==> src/rmsef_pkg.sv <==
// Shared types and constants for the RMS envelope follower.
// Holds the sample and coefficient widths, register codes and the sequencer state type.
// No dependencies.
`timescale 1ns / 1ps

package rmsef_pkg;

  localparam int SAMPLE_BITS = 24;
  localparam int S_TDATA_W   = ((SAMPLE_BITS + 7) / 8) * 8;
  localparam int LEVEL_W     = 24;
  localparam int M_TDATA_W   = 24;
  localparam int COEF_W      = 25;
  localparam int MS_W        = 48;
  localparam int FRAC_W      = 24;
  localparam int MUL_W       = (SAMPLE_BITS > COEF_W) ? SAMPLE_BITS : COEF_W;
  localparam int PROD_W      = 2 * MUL_W;
  localparam int SQ_LSH      = (SAMPLE_BITS <= 25) ? (50 - 2 * SAMPLE_BITS) : 0;
  localparam int SQ_RSH      = (SAMPLE_BITS > 25) ? (2 * SAMPLE_BITS - 50) : 0;
  localparam int SQ_W        = PROD_W + SQ_LSH;
  localparam int ACC_W       = 74;
  localparam int ROOT_STEPS  = MS_W / 2;
  localparam int STEP_W      = 5;
  localparam int PADDR_W     = 4;
  localparam int PDATA_W     = 32;

  localparam logic [COEF_W-1:0] ONE_Q24 = COEF_W'(25'h1000000);
  localparam logic [COEF_W-1:0] SQUARE_WEIGHT_RST = COEF_W'(16431303);
  localparam logic [COEF_W-1:0] ATTACK_COEFF_RST  = COEF_W'(16707456);
  localparam logic [COEF_W-1:0] RELEASE_COEFF_RST = COEF_W'(16775468);
  localparam logic [ACC_W-1:0]  ROUND_HALF = ACC_W'(1) << (FRAC_W - 1);

  // Register index codes, taken from paddr[3:2].
  localparam logic [1:0] REG_SQUARE_WEIGHT = 2'd0;
  localparam logic [1:0] REG_ATTACK_COEFF  = 2'd1;
  localparam logic [1:0] REG_RELEASE_COEFF = 2'd2;

  // Last step index of each multi-cycle phase.
  localparam logic [STEP_W-1:0] MSQ_LAST  = STEP_W'(3);
  localparam logic [STEP_W-1:0] ROOT_LAST = STEP_W'(ROOT_STEPS - 1);
  localparam logic [STEP_W-1:0] ENV_LAST  = STEP_W'(1);

  typedef enum logic [2:0] {
    ST_IDLE,
    ST_SQUARE,
    ST_MSQ,
    ST_ROOT,
    ST_ENV,
    ST_FINISH
  } state_t;

  function automatic logic [COEF_W-1:0] clamp_coef(input logic [COEF_W-1:0] c);
    return (c > ONE_Q24) ? ONE_Q24 : c;
  endfunction

endpackage

==> src/rms_envelope_follower_core.sv <==
// RMS envelope follower top level: sequencer, shared multiplier and accumulator, bit-serial root.
// Depends on rmsef_pkg.
//
// Usage:
//   Input channel s_*: one signed Q1.23 sample word per transfer in s_tdata.
//   Output channel m_*: one unsigned Q0.24 envelope word per input word in m_tdata.
//   APB port: square_weight at 0x0, attack_coeff at 0x4, release_coeff at 0x8,
//   each 25 bits of Q1.24; values above 1.0 act as 1.0. Write only while idle.
// Timing:
//   A sample runs through one square, four multiply-accumulates for the mean
//   square, 24 root iterations and two multiply-accumulates for the envelope,
//   all on one shared 25x25 multiplier and one 74-bit accumulator.
//   The result is loaded into the output register as the sequencer returns to
//   idle, and no new word is taken before the previous one is finished.
//   s_tready is high only while the sequencer is idle.
// Stalls and reset:
//   A finished result waits in the output register. If the previous word is
//   still not taken when the next result is ready, the sequencer holds in its
//   final state until m_tready frees the register.
//   Synchronous reset clears the mean square and the envelope, loads the
//   register defaults and empties the output register.
`timescale 1ns / 1ps

module rms_envelope_follower_core
  import rmsef_pkg::*;
(
  input  logic                 clk,
  input  logic                 rst,
  input  logic                 s_tvalid,
  output logic                 s_tready,
  input  logic [S_TDATA_W-1:0] s_tdata,   // [23:0] sample
  output logic                 m_tvalid,
  input  logic                 m_tready,
  output logic [M_TDATA_W-1:0] m_tdata,   // [23:0] level
  input  logic                 psel,
  input  logic                 penable,
  input  logic                 pwrite,
  input  logic [PADDR_W-1:0]   paddr,
  input  logic [PDATA_W-1:0]   pwdata,
  output logic [PDATA_W-1:0]   prdata,
  output logic                 pready
);

  state_t state, state_next;
  logic [STEP_W-1:0] step;

  logic [COEF_W-1:0] square_weight, attack_coeff, release_coeff;
  logic [MS_W-1:0]   mean_square;
  logic [LEVEL_W-1:0] envelope;
  logic [SAMPLE_BITS-1:0] mag;
  logic [MS_W-1:0]   sq;
  logic [ACC_W-1:0]  acc;
  logic [MS_W-1:0]   rem;
  logic [MS_W-1:0]   res;
  logic [MS_W-1:0]   sbit;
  logic [LEVEL_W-1:0] root;
  logic [LEVEL_W-1:0] level;

  logic [MUL_W-1:0]  mul_a, mul_b;
  logic [PROD_W-1:0] prod;
  logic              acc_init, add_hi, load_out;
  logic [ACC_W-1:0]  addend, acc_sum;
  logic [MS_W-1:0]   ms_sat;
  logic [LEVEL_W-1:0] env_sat;
  logic [SQ_W-1:0]   sq_wide;
  logic [MS_W-1:0]   sq_sat;
  logic [COEF_W-1:0] w_clamped, w_comp, c_clamped, c_comp;
  logic [MS_W:0]     trial;
  logic              cfg_write;
  logic [SAMPLE_BITS-1:0] x_in;

  assign pready    = 1'b1;
  assign cfg_write = psel & penable & pwrite & pready;

  always_comb begin
    case (paddr[3:2])
      REG_SQUARE_WEIGHT: prdata = PDATA_W'(square_weight);
      REG_ATTACK_COEFF:  prdata = PDATA_W'(attack_coeff);
      REG_RELEASE_COEFF: prdata = PDATA_W'(release_coeff);
      default:           prdata = '0;
    endcase
  end

  // Coefficient selection: attack when the root climbs above the envelope.
  assign w_clamped = clamp_coef(square_weight);
  assign w_comp    = ONE_Q24 - w_clamped;
  assign c_clamped = clamp_coef((root > envelope) ? attack_coeff : release_coeff);
  assign c_comp    = ONE_Q24 - c_clamped;

  assign x_in = s_tdata[SAMPLE_BITS-1:0];

  // Next state.
  always_comb begin
    state_next = state;
    case (state)
      ST_IDLE:   if (s_tvalid) state_next = ST_SQUARE;
      ST_SQUARE: state_next = ST_MSQ;
      ST_MSQ:    if (step == MSQ_LAST) state_next = ST_ROOT;
      ST_ROOT:   if (step == ROOT_LAST) state_next = ST_ENV;
      ST_ENV:    if (step == ENV_LAST) state_next = ST_FINISH;
      ST_FINISH: if (!m_tvalid || m_tready) state_next = ST_IDLE;
      default:   state_next = ST_IDLE;
    endcase
  end

  // Sequencer outputs: multiplier operands and accumulator control.
  always_comb begin
    s_tready = 1'b0;
    mul_a    = '0;
    mul_b    = '0;
    acc_init = 1'b0;
    add_hi   = 1'b0;
    load_out = 1'b0;
    case (state)
      ST_IDLE: s_tready = 1'b1;
      ST_SQUARE: begin
        mul_a = MUL_W'(mag);
        mul_b = MUL_W'(mag);
      end
      ST_MSQ: begin
        acc_init = (step == '0);
        add_hi   = step[1];
        case (step[1:0])
          2'd0: begin
            mul_a = MUL_W'(mean_square[FRAC_W-1:0]);
            mul_b = MUL_W'(w_comp);
          end
          2'd1: begin
            mul_a = MUL_W'(sq[FRAC_W-1:0]);
            mul_b = MUL_W'(w_clamped);
          end
          2'd2: begin
            mul_a = MUL_W'(mean_square[MS_W-1:FRAC_W]);
            mul_b = MUL_W'(w_comp);
          end
          default: begin
            mul_a = MUL_W'(sq[MS_W-1:FRAC_W]);
            mul_b = MUL_W'(w_clamped);
          end
        endcase
      end
      ST_ENV: begin
        acc_init = (step == '0);
        if (step == '0) begin
          mul_a = MUL_W'(root);
          mul_b = MUL_W'(c_comp);
        end else begin
          mul_a = MUL_W'(envelope);
          mul_b = MUL_W'(c_clamped);
        end
      end
      ST_FINISH: load_out = !m_tvalid || m_tready;
      default: ;
    endcase
  end

  assign prod    = mul_a * mul_b;
  assign addend  = add_hi ? (ACC_W'(prod) << FRAC_W) : ACC_W'(prod);
  assign acc_sum = (acc_init ? ROUND_HALF : acc) + addend;

  assign ms_sat  = (|acc_sum[ACC_W-1:FRAC_W+MS_W]) ? '1 : acc_sum[FRAC_W+MS_W-1:FRAC_W];
  assign env_sat = (|acc_sum[ACC_W-1:FRAC_W+LEVEL_W]) ? '1 : acc_sum[FRAC_W+LEVEL_W-1:FRAC_W];

  // Square aligned to Q0.48; only the most negative sample overflows.
  assign sq_wide = (SQ_W'(prod) << SQ_LSH) >> SQ_RSH;
  assign sq_sat  = (|sq_wide[SQ_W-1:MS_W]) ? '1 : sq_wide[MS_W-1:0];

  assign trial = {1'b0, res} + {1'b0, sbit};

  always_ff @(posedge clk) begin
    if (rst) begin
      state         <= ST_IDLE;
      step          <= '0;
      square_weight <= SQUARE_WEIGHT_RST;
      attack_coeff  <= ATTACK_COEFF_RST;
      release_coeff <= RELEASE_COEFF_RST;
      mean_square   <= '0;
      envelope      <= '0;
      m_tvalid      <= 1'b0;
    end else begin
      state <= state_next;
      step  <= (state_next != state) ? '0 : step + STEP_W'(1);
      if (cfg_write) begin
        case (paddr[3:2])
          REG_SQUARE_WEIGHT: square_weight <= pwdata[COEF_W-1:0];
          REG_ATTACK_COEFF:  attack_coeff  <= pwdata[COEF_W-1:0];
          REG_RELEASE_COEFF: release_coeff <= pwdata[COEF_W-1:0];
          default: ;
        endcase
      end
      if (state == ST_MSQ && step == MSQ_LAST) mean_square <= ms_sat;
      if (state == ST_ENV && step == ENV_LAST) envelope <= env_sat;
      if (load_out) m_tvalid <= 1'b1;
      else if (m_tready) m_tvalid <= 1'b0;
    end
  end

  // Datapath registers, no reset needed.
  always_ff @(posedge clk) begin
    if (state == ST_IDLE && s_tvalid) begin
      mag <= x_in[SAMPLE_BITS-1] ? (~x_in + SAMPLE_BITS'(1)) : x_in;
    end
    if (state == ST_SQUARE) sq <= sq_sat;
    if (state == ST_MSQ || state == ST_ENV) acc <= acc_sum;
    if (state == ST_MSQ && step == MSQ_LAST) begin
      rem  <= ms_sat;
      res  <= '0;
      sbit <= MS_W'(1) << (MS_W - 2);
    end
    // One restoring root iteration per cycle.
    if (state == ST_ROOT) begin
      if ({1'b0, rem} >= trial) begin
        rem <= rem - trial[MS_W-1:0];
        res <= (res >> 1) + sbit;
      end else begin
        res <= res >> 1;
      end
      sbit <= sbit >> 2;
    end
    if (state == ST_ROOT && step == ROOT_LAST) begin
      // The final iteration result is formed here; the root always fits in 24 bits.
      if ({1'b0, rem} >= trial) root <= ((res >> 1) + sbit) > MS_W'({LEVEL_W{1'b1}}) ?
                                        '1 : ((res[LEVEL_W:1]) + sbit[LEVEL_W-1:0]);
      else root <= res[LEVEL_W:1];
    end
    if (state == ST_ENV && step == ENV_LAST) level <= env_sat;
    if (load_out) m_tdata <= level;
  end

endmodule

==> config.mk <==
export PLATFORM = sky130hd
export DESIGN_NAME = rms_envelope_follower_core
export DESIGN_NICKNAME = d
export VERILOG_FILES = /design/src/rmsef_pkg.sv /design/src/rms_envelope_follower_core.sv
export SDC_FILE = /design/constraint.sdc
export NUM_CORES = 2
export LEC_CHECK = 0
export ABC_CLOCK_PERIOD_IN_PS = 21900
export CORE_MARGIN = 5
export CORE_UTILIZATION = 55
export DETAILED_ROUTE_END_ITERATION = 6
export DONT_BUFFER_PORTS = 1
export GPL_TIMING_DRIVEN = 0
export PLACE_DENSITY = 0.79
export SLEW_MARGIN = 20
export SYNTH_ARGS = -nofsm -noshare
export SYNTH_HDL_FRONTEND = slang
export SYNTH_SLANG_ARGS = --single-unit
export TNS_END_PERCENT = 50
==> constraint.sdc <==
create_clock -name clk -period 21.9 [get_ports clk]
set_input_delay 4.38 -clock clk [delete_from_list [all_inputs] [get_ports clk]]
set_output_delay 4.38 -clock clk [all_outputs]
set_load 0.01 [all_outputs]
# After elaboration in Yosys (flattened, before gate mapping)
# Cells that the tools add are included.
# classes
n_mul,1
add_sub_neg,9
n_mux,38
reduce_logical,22
order_cmp,5
n_eq_ne,13
n_bitwise,3
# op_table
cell,count
48-bit 2-to-1 mux,7
25-bit case mux with 3 select lines,2
24-bit case mux with 3 select lines,2
25-bit 2-to-1 mux,5
24-bit 2-to-1 mux,4
45-bit 2-to-1 mux,2
74-bit adder,1
74-bit 2-to-1 mux,1
73-bit 2-to-1 mux,1
"25-bit greater-than comparator, second input constant",2
"25-bit subtractor, first input constant",2
48-bit by 47-bit adder with 49-bit output,1
48-bit by 49-bit greater-or-equal comparator with 1-bit output,1
24-bit by 25-bit multiplier with 49-bit output,1
47-bit by 47-bit adder with 48-bit output,1
"48-bit by 24-bit greater-than comparator with 1-bit output, second input constant",1
48-bit subtractor,1
26-bit OR reduction,1
"24-bit by 1-bit adder with 24-bit output, second input constant",1
24-bit by 23-bit adder with 24-bit output,1
24-bit greater-than comparator,1
24-bit NOT,1
23-bit 2-to-1 mux,1
3-bit case mux with 6 select lines,1
24 further kinds,49
# word_totals
ff_bits,494
word_cells,111

# Longest topological paths before layout
# depth
word_depth,15
depth_mapped,68
ltp_nobuf,59

# Worst setup path before layout
# Ideal clock, no wire load.
# synth_path
kind,register -> register
startpoint,register root[17]
endpoint,"register level[0], data pin"
path_slack_ns,7.785
t_required_ns,21.640
path_buffers,8
stages_incl_launch_ff,63
arrival_time_ns,13.855
path_cell_list,edfxtp_1 ha_1 a21o_1 a21o_1 a211oi_1 o21ai_1 a2111oi_2 and3_1 buf_2 nor2_1 buf_2 buf_2 mux2_2 nand2_1 ha_1 o21ai_0 nor3_1 or2_2 [... 27 more ...] xnor2_1 o21ai_0 ha_1 clkbuf_1 nand2_1 o21ai_0 nand4_1 nand3_1 o21ai_0 nand3_1 o31ai_1 o41ai_1 xnor2_1 a2111o_1 nor4_2 buf_4 buf_6 nand2_1
# synth_via
elab_chain_len,12
elab_cells_between_ends,14
# synth_lines
element,line_no,text
start: declaration,rms_envelope_follower_core.sv:56,logic [LEVEL_W-1:0] root;
start signal: assignment,rms_envelope_follower_core.sv:222,"if ({1'b0, rem} >= trial) root <= ((res >> 1) + sbit) > MS_W'({LEVEL_W{1'b1}}) ?"
start signal: assignment,rms_envelope_follower_core.sv:224,else root <= res[LEVEL_W:1];
24-bit greater-than comparator,rms_envelope_follower_core.sv:87,assign c_clamped = clamp_coef((root > envelope) ? attack_coeff : release_coeff);
25-bit 2-to-1 mux,rms_envelope_follower_core.sv:87,
25-bit greater-than comparator,rmsef_pkg.sv:52,return (c > ONE_Q24) ? ONE_Q24 : c;
25-bit 2-to-1 mux,rmsef_pkg.sv:52,
25-bit subtractor,rms_envelope_follower_core.sv:88,assign c_comp = ONE_Q24 - c_clamped;
25-bit 2-to-1 mux,rms_envelope_follower_core.sv:144,if (step == '0) begin
25-bit case mux with 3 select lines,rms_envelope_follower_core.sv:114,case (state)
24-bit by 25-bit multiplier with 49-bit output (*),rms_envelope_follower_core.sv:157,assign prod = mul_a * mul_b;
73-bit 2-to-1 mux (*),rms_envelope_follower_core.sv:158,assign addend = add_hi ? (ACC_W'(prod) << FRAC_W) : ACC_W'(prod);
74-bit adder (*),rms_envelope_follower_core.sv:159,assign acc_sum = (acc_init ? ROUND_HALF : acc) + addend;
named net acc_sum[70],rms_envelope_follower_core.sv:62,"logic [ACC_W-1:0] addend, acc_sum;"
26-bit OR reduction (*),rms_envelope_follower_core.sv:162,assign env_sat = (|acc_sum[ACC_W-1:FRAC_W+LEVEL_W]) ? '1 : acc_sum[FRAC_W+LEVEL_W-1:FRAC_W];
24-bit 2-to-1 mux (*),rms_envelope_follower_core.sv:162,
named net env_sat[0],rms_envelope_follower_core.sv:64,logic [LEVEL_W-1:0] env_sat;
end signal: assignment,rms_envelope_follower_core.sv:226,if (state == ST_ENV && step == ENV_LAST) level <= env_sat;
end: declaration,rms_envelope_follower_core.sv:57,logic [LEVEL_W-1:0] level;
# The timed path passes the listed nets; every way through them passes the cells marked *.
# A chain may end at the register's enable or synchronous reset.

# Worst setup path after layout
# layout_path
startpoint,register envelope[17]
endpoint,"register level[10], data pin"
# layout_via
elab_chain_len,12
elab_cells_between_ends,14
# layout_lines
element,line_no,text
start: declaration,rms_envelope_follower_core.sv:49,logic [LEVEL_W-1:0] envelope;
start signal: assignment,rms_envelope_follower_core.sv:192,if (state == ST_ENV && step == ENV_LAST) envelope <= env_sat;
24-bit greater-than comparator,rms_envelope_follower_core.sv:87,
25-bit 2-to-1 mux,rms_envelope_follower_core.sv:87,
25-bit greater-than comparator,rmsef_pkg.sv:52,
25-bit 2-to-1 mux,rmsef_pkg.sv:52,
25-bit subtractor,rms_envelope_follower_core.sv:88,
25-bit 2-to-1 mux,rms_envelope_follower_core.sv:144,
25-bit case mux with 3 select lines,rms_envelope_follower_core.sv:114,
24-bit by 25-bit multiplier with 49-bit output (*),rms_envelope_follower_core.sv:157,
73-bit 2-to-1 mux (*),rms_envelope_follower_core.sv:158,
74-bit adder (*),rms_envelope_follower_core.sv:159,
named net acc_sum[67],rms_envelope_follower_core.sv:62,
26-bit OR reduction (*),rms_envelope_follower_core.sv:162,
24-bit 2-to-1 mux (*),rms_envelope_follower_core.sv:162,
named net env_sat[10],rms_envelope_follower_core.sv:64,
# Marks and branches as above.

==> impl_results.rst <==
.. list-table::
   :header-rows: 1

   * - Metric
     - Value
   * - Run status
     - finished with violations
   * - Failing checks
     - design-rule violations
   * - Port-buffer cells
     - 0
   * - Post CTS Setup Buffer Count
     - 0
   * - Worst path arrival time
     - 20110 ps
   * - DRT Wirelength
     - 206.8 mm
   * - Most numerous cell in the Yosys netlist
     - sky130_fd_sc_hd__nand2_1
   * - Synthesized flop and latch total
     - a little under 500
   * - Clock input transition at the sequential cells of the worst setup and hold paths
     - 60 ps
   * - Kind of capture point of the worst setup path
     - flop
   * - Via count
     - 49780
   * - Top routing layer in use
     - met5
   * - Count of endpoints failing setup in the final report
     - 0
   * - Number of warning messages in the yosys log
     - 0
   * - Pwr Density
     - 68.18 nW/um2
   * - Slew HR
     - 11.77%
   * - Count of filler cells inserted in the layout
     - 8734
   * - Worst skew pair latency
     - 700 ps
   * - Worst path slowest cell
     - sky130_fd_sc_hd__o21bai_1
   * - Overall Global Routing Usage
     - 39.02%
   * - Floorplan die width
     - 323.5 um
   * - Cell chosen for the clock root
     - sky130_fd_sc_hd__clkbuf_16
   * - Post-Route M1 WL
     - 82.55 mm
   * - Maximum root-to-sink buffer count
     - 3
   * - Detailed placer's ending HPWL
     - 165.2 mm
   * - Starting density of the core
     - 55.16%
   * - Library cells used by synthesis
     - 97
   * - Pre-CTS setup slack
     - 3107 ps
   * - PostCTS Resize Cnt
     - 0
   * - Number of enable-type register cells in the synthesized netlist
     - 288
   * - Avg Inst Size Synth
     - 8.447 um2
   * - Critical path's largest stage delay
     - 940 ps
   * - Achievable clock frequency
     - 51.10 MHz
   * - Maximum number of pins on one net before global-route repair
     - 54
   * - Final Max Tran Viols
     - 0
   * - Multi-input combinational cell area
     - 37390 um2
   * - Smallest setup slack after layout
     - 2329 ps
   * - Height of the die
     - 323.5 um
   * - Number of placement rows
     - 115
   * - Fraction of post-synthesis cell area in the top cell type by area
     - around a fifth
   * - Number of clock sinks
     - 493
   * - First-pass GRT wire length
     - 305.5 mm
   * - DRT iter0 DRCs
     - 6811
   * - Final antenna-violating net count
     - 0
   * - Area of the die
     - about 100000 um2
   * - Leak
     - 25.02 nW
   * - Number of hold violations in the final report
     - 0
   * - Post-route DRC violation count
     - 3
   * - Biggest area consumer among synthesized cells
     - sky130_fd_sc_hd__fa_1
   * - Share of synthesized registers carrying an async set or reset
     - 0%
   * - Max FO, Critical Path
     - 10
   * - Overflow left after global routing
     - 0
   * - Routed wire per std cell
     - between 20 and 30 um
   * - Cell area after technology mapping
     - 54050 um2
   * - Io pins
     - 126
   * - Seq/Total Area, Yosys
     - 23.59%
   * - Type of the tightest min-delay check
     - reg2reg
   * - Standard cell core area
     - 97990 um2
   * - Level count of the clock H-tree
     - 2
   * - Total iterations of the first detailed-routing run
     - 7
   * - Cts-stage hold buffer count
     - 0
   * - TritonCTS Buffers
     - 57
   * - Leading cell types by total area after synthesis
     - sky130_fd_sc_hd__fa_1 (19%), sky130_fd_sc_hd__edfxtp_1 (16%), sky130_fd_sc_hd__ha_1 (8.7%)
   * - IR Drop Worst-Case VDD
     - 86.62 uV
   * - Cells after Synth
     - around 6400
   * - Most common cell on crit path
     - sky130_fd_sc_hd__fa_1
   * - Leading post-synthesis cells by instance count
     - sky130_fd_sc_hd__nand2_1 (937), sky130_fd_sc_hd__inv_1 (734), sky130_fd_sc_hd__nor2_1 (535)
   * - Type of element launching the critical path
     - flop
   * - Worst setup path category
     - reg2reg
   * - Max cap viols
     - 0
   * - Post-route clock skew
     - 54.22 ps
   * - Met2 wire length
     - 87.32 mm
   * - Sum of negative setup slack
     - 0 ps
   * - Clock tree from TritonCTS
     - built
   * - Setup repair after global routing missed its margin
     - false
   * - Via density
     - 6.365
   * - Routability-driven placement congestion ratio
     - 1.040
   * - Critical path required time
     - 22440 ps
   * - Clock period minus final worst setup slack
     - 19570 ps
   * - Sequential cell area
     - about 13000 um2
   * - Number of nets at the end of the flow
     - 7434
   * - Final cycle utilization of the critical path
     - 89.37%
   * - Layout cell share with drive strength beyond 1
     - 4.500%
   * - Initial antenna violation count
     - 2
   * - Via count of the first global-routing pass
     - 47820
   * - Area overhead of the layout relative to synthesis
     - 7.690%
   * - Top_reg_cell synth
     - sky130_fd_sc_hd__edfxtp_1
   * - Worst-margin pin slew
     - 1319 ps
   * - Detailed route wirelength on metal3
     - 23.94 mm
-- layer usage --
metal  vias up  track usage [%]
met2      3099            58.72
met5         -                0
li1      21910                -
met4         2            18.63
met1     24120            53.89
met3       647            8.540
-- final cells by class --
class                   instances  share of cell area, %
clock buffers                  78                  2.848
well taps                    1287                  2.767
repair buffers                 20                 0.4514
clock inverters                30                 0.6083
inverters                     735                  4.740
plain buffers                 349                  2.429
multi-input cells            4828                  64.24
diodes                          1               0.004299
flip-flops and latches        493                  21.91
-- worst paths after layout --
check	start	to	slack, ps	cells after the start
min	level[5]	m_tdata[5]	420	0
max reg2reg	envelope[17]	level[10]	2330	61
max	envelope[17]	level[10]	2330	61
min reg2reg	level[5]	m_tdata[5]	420	0
-- cells in the final DEF (no fill, tap or decap), types with 23 or more instances in the layout --
cell	count
sky130_fd_sc_hd__dfxtp_1	205
sky130_fd_sc_hd__clkbuf_16	60
sky130_fd_sc_hd__xnor2_1	151
sky130_fd_sc_hd__a21oi_1	355
sky130_fd_sc_hd__ha_1	377
sky130_fd_sc_hd__a31oi_1	90
sky130_fd_sc_hd__a21o_1	88
sky130_fd_sc_hd__or4_1	39
sky130_fd_sc_hd__and2_1	183
sky130_fd_sc_hd__inv_1	734
sky130_fd_sc_hd__nor2_1	533
sky130_fd_sc_hd__nor2b_1	57
sky130_fd_sc_hd__xor2_1	138
sky130_fd_sc_hd__o31ai_1	29
sky130_fd_sc_hd__o221a_2	38
sky130_fd_sc_hd__nor4_1	54
sky130_fd_sc_hd__o22ai_1	27
sky130_fd_sc_hd__edfxtp_1	288
sky130_fd_sc_hd__o221ai_1	41
sky130_fd_sc_hd__buf_1	23
sky130_fd_sc_hd__or3_1	25
sky130_fd_sc_hd__o21ai_0	271
sky130_fd_sc_hd__a222oi_1	25
sky130_fd_sc_hd__o21bai_1	36
sky130_fd_sc_hd__clkbuf_1	289
sky130_fd_sc_hd__nand4_1	42
sky130_fd_sc_hd__mux2i_1	78
sky130_fd_sc_hd__a211oi_1	50
sky130_fd_sc_hd__o21a_1	30
sky130_fd_sc_hd__nand3_1	140
sky130_fd_sc_hd__fa_1	506
sky130_fd_sc_hd__and3_1	30
sky130_fd_sc_hd__buf_2	28
sky130_fd_sc_hd__nor3_1	91
sky130_fd_sc_hd__nand2_1	935
sky130_fd_sc_hd__nand2b_1	59
-- worst max-delay path, delay by kind of cell (launching register included) --
family	cells	cell delay, ps
adders and majority gates	11	5120
buffers and inverters	12	2920
xor gates and xnor gates	1	300
AOI/OAI and AO/OA	22	7050
muxes	2	480
and+or+nand+nor	13	3060
DFF	1	440
-- kinds of logic after synthesis --
logic type                 share of synthesized area (%)
and+or+nand+nor                                    18.91
buffers and inverters                              7.711
DFF                                                23.59
adders and majority gates                          27.47
xor gates and xnor gates                           4.845
other                                            0.01389
muxes                                              1.549
AOI/OAI and AO/OA                                  15.91
-- flip-flops by register name (all words and copies together), names as in the netlist --
name           flops
acc               74
m_tvalid           1
mean_square       48
rem               48
sq                47
release_coeff     25
m_tdata           24
step               5
attack_coeff      25
envelope          24
root              24
res               48
level             24
state              3
sbit              24
mag               24
square_weight     25
-- power breakdown --
group          leakage, nW  internal [mW]  switching, mW
clock                0.978          0.594          0.442
combinational         19.8          0.562           1.23
sequential            4.25           1.09         0.0514
-- metrics by stage --
| step | hold WS (ps) | power (mW) | area, um2 | util [%] | cells |
|---|---|---|---|---|---|
| 2_1_floorplan | 400.3 | 2.214 | 54070 | - | 6405 |
| 3_3_place_gp | 401.5 | 2.820 | 55680 | 56.83 | 7692 |
| 3_5_place_dp | 404.5 | 2.871 | 56190 | 57.34 | 7712 |
| 4_1_cts | 424.3 | 3.902 | 58200 | 59.40 | 7820 |
| 5_1_grt | 429.6 | 4.115 | 58200 | 59.40 | 7820 |
| 6_report | 422.3 | 3.969 | 58210 | 59.40 | 7821 |
No activity file was read; power rests on OpenSTA's default activity.
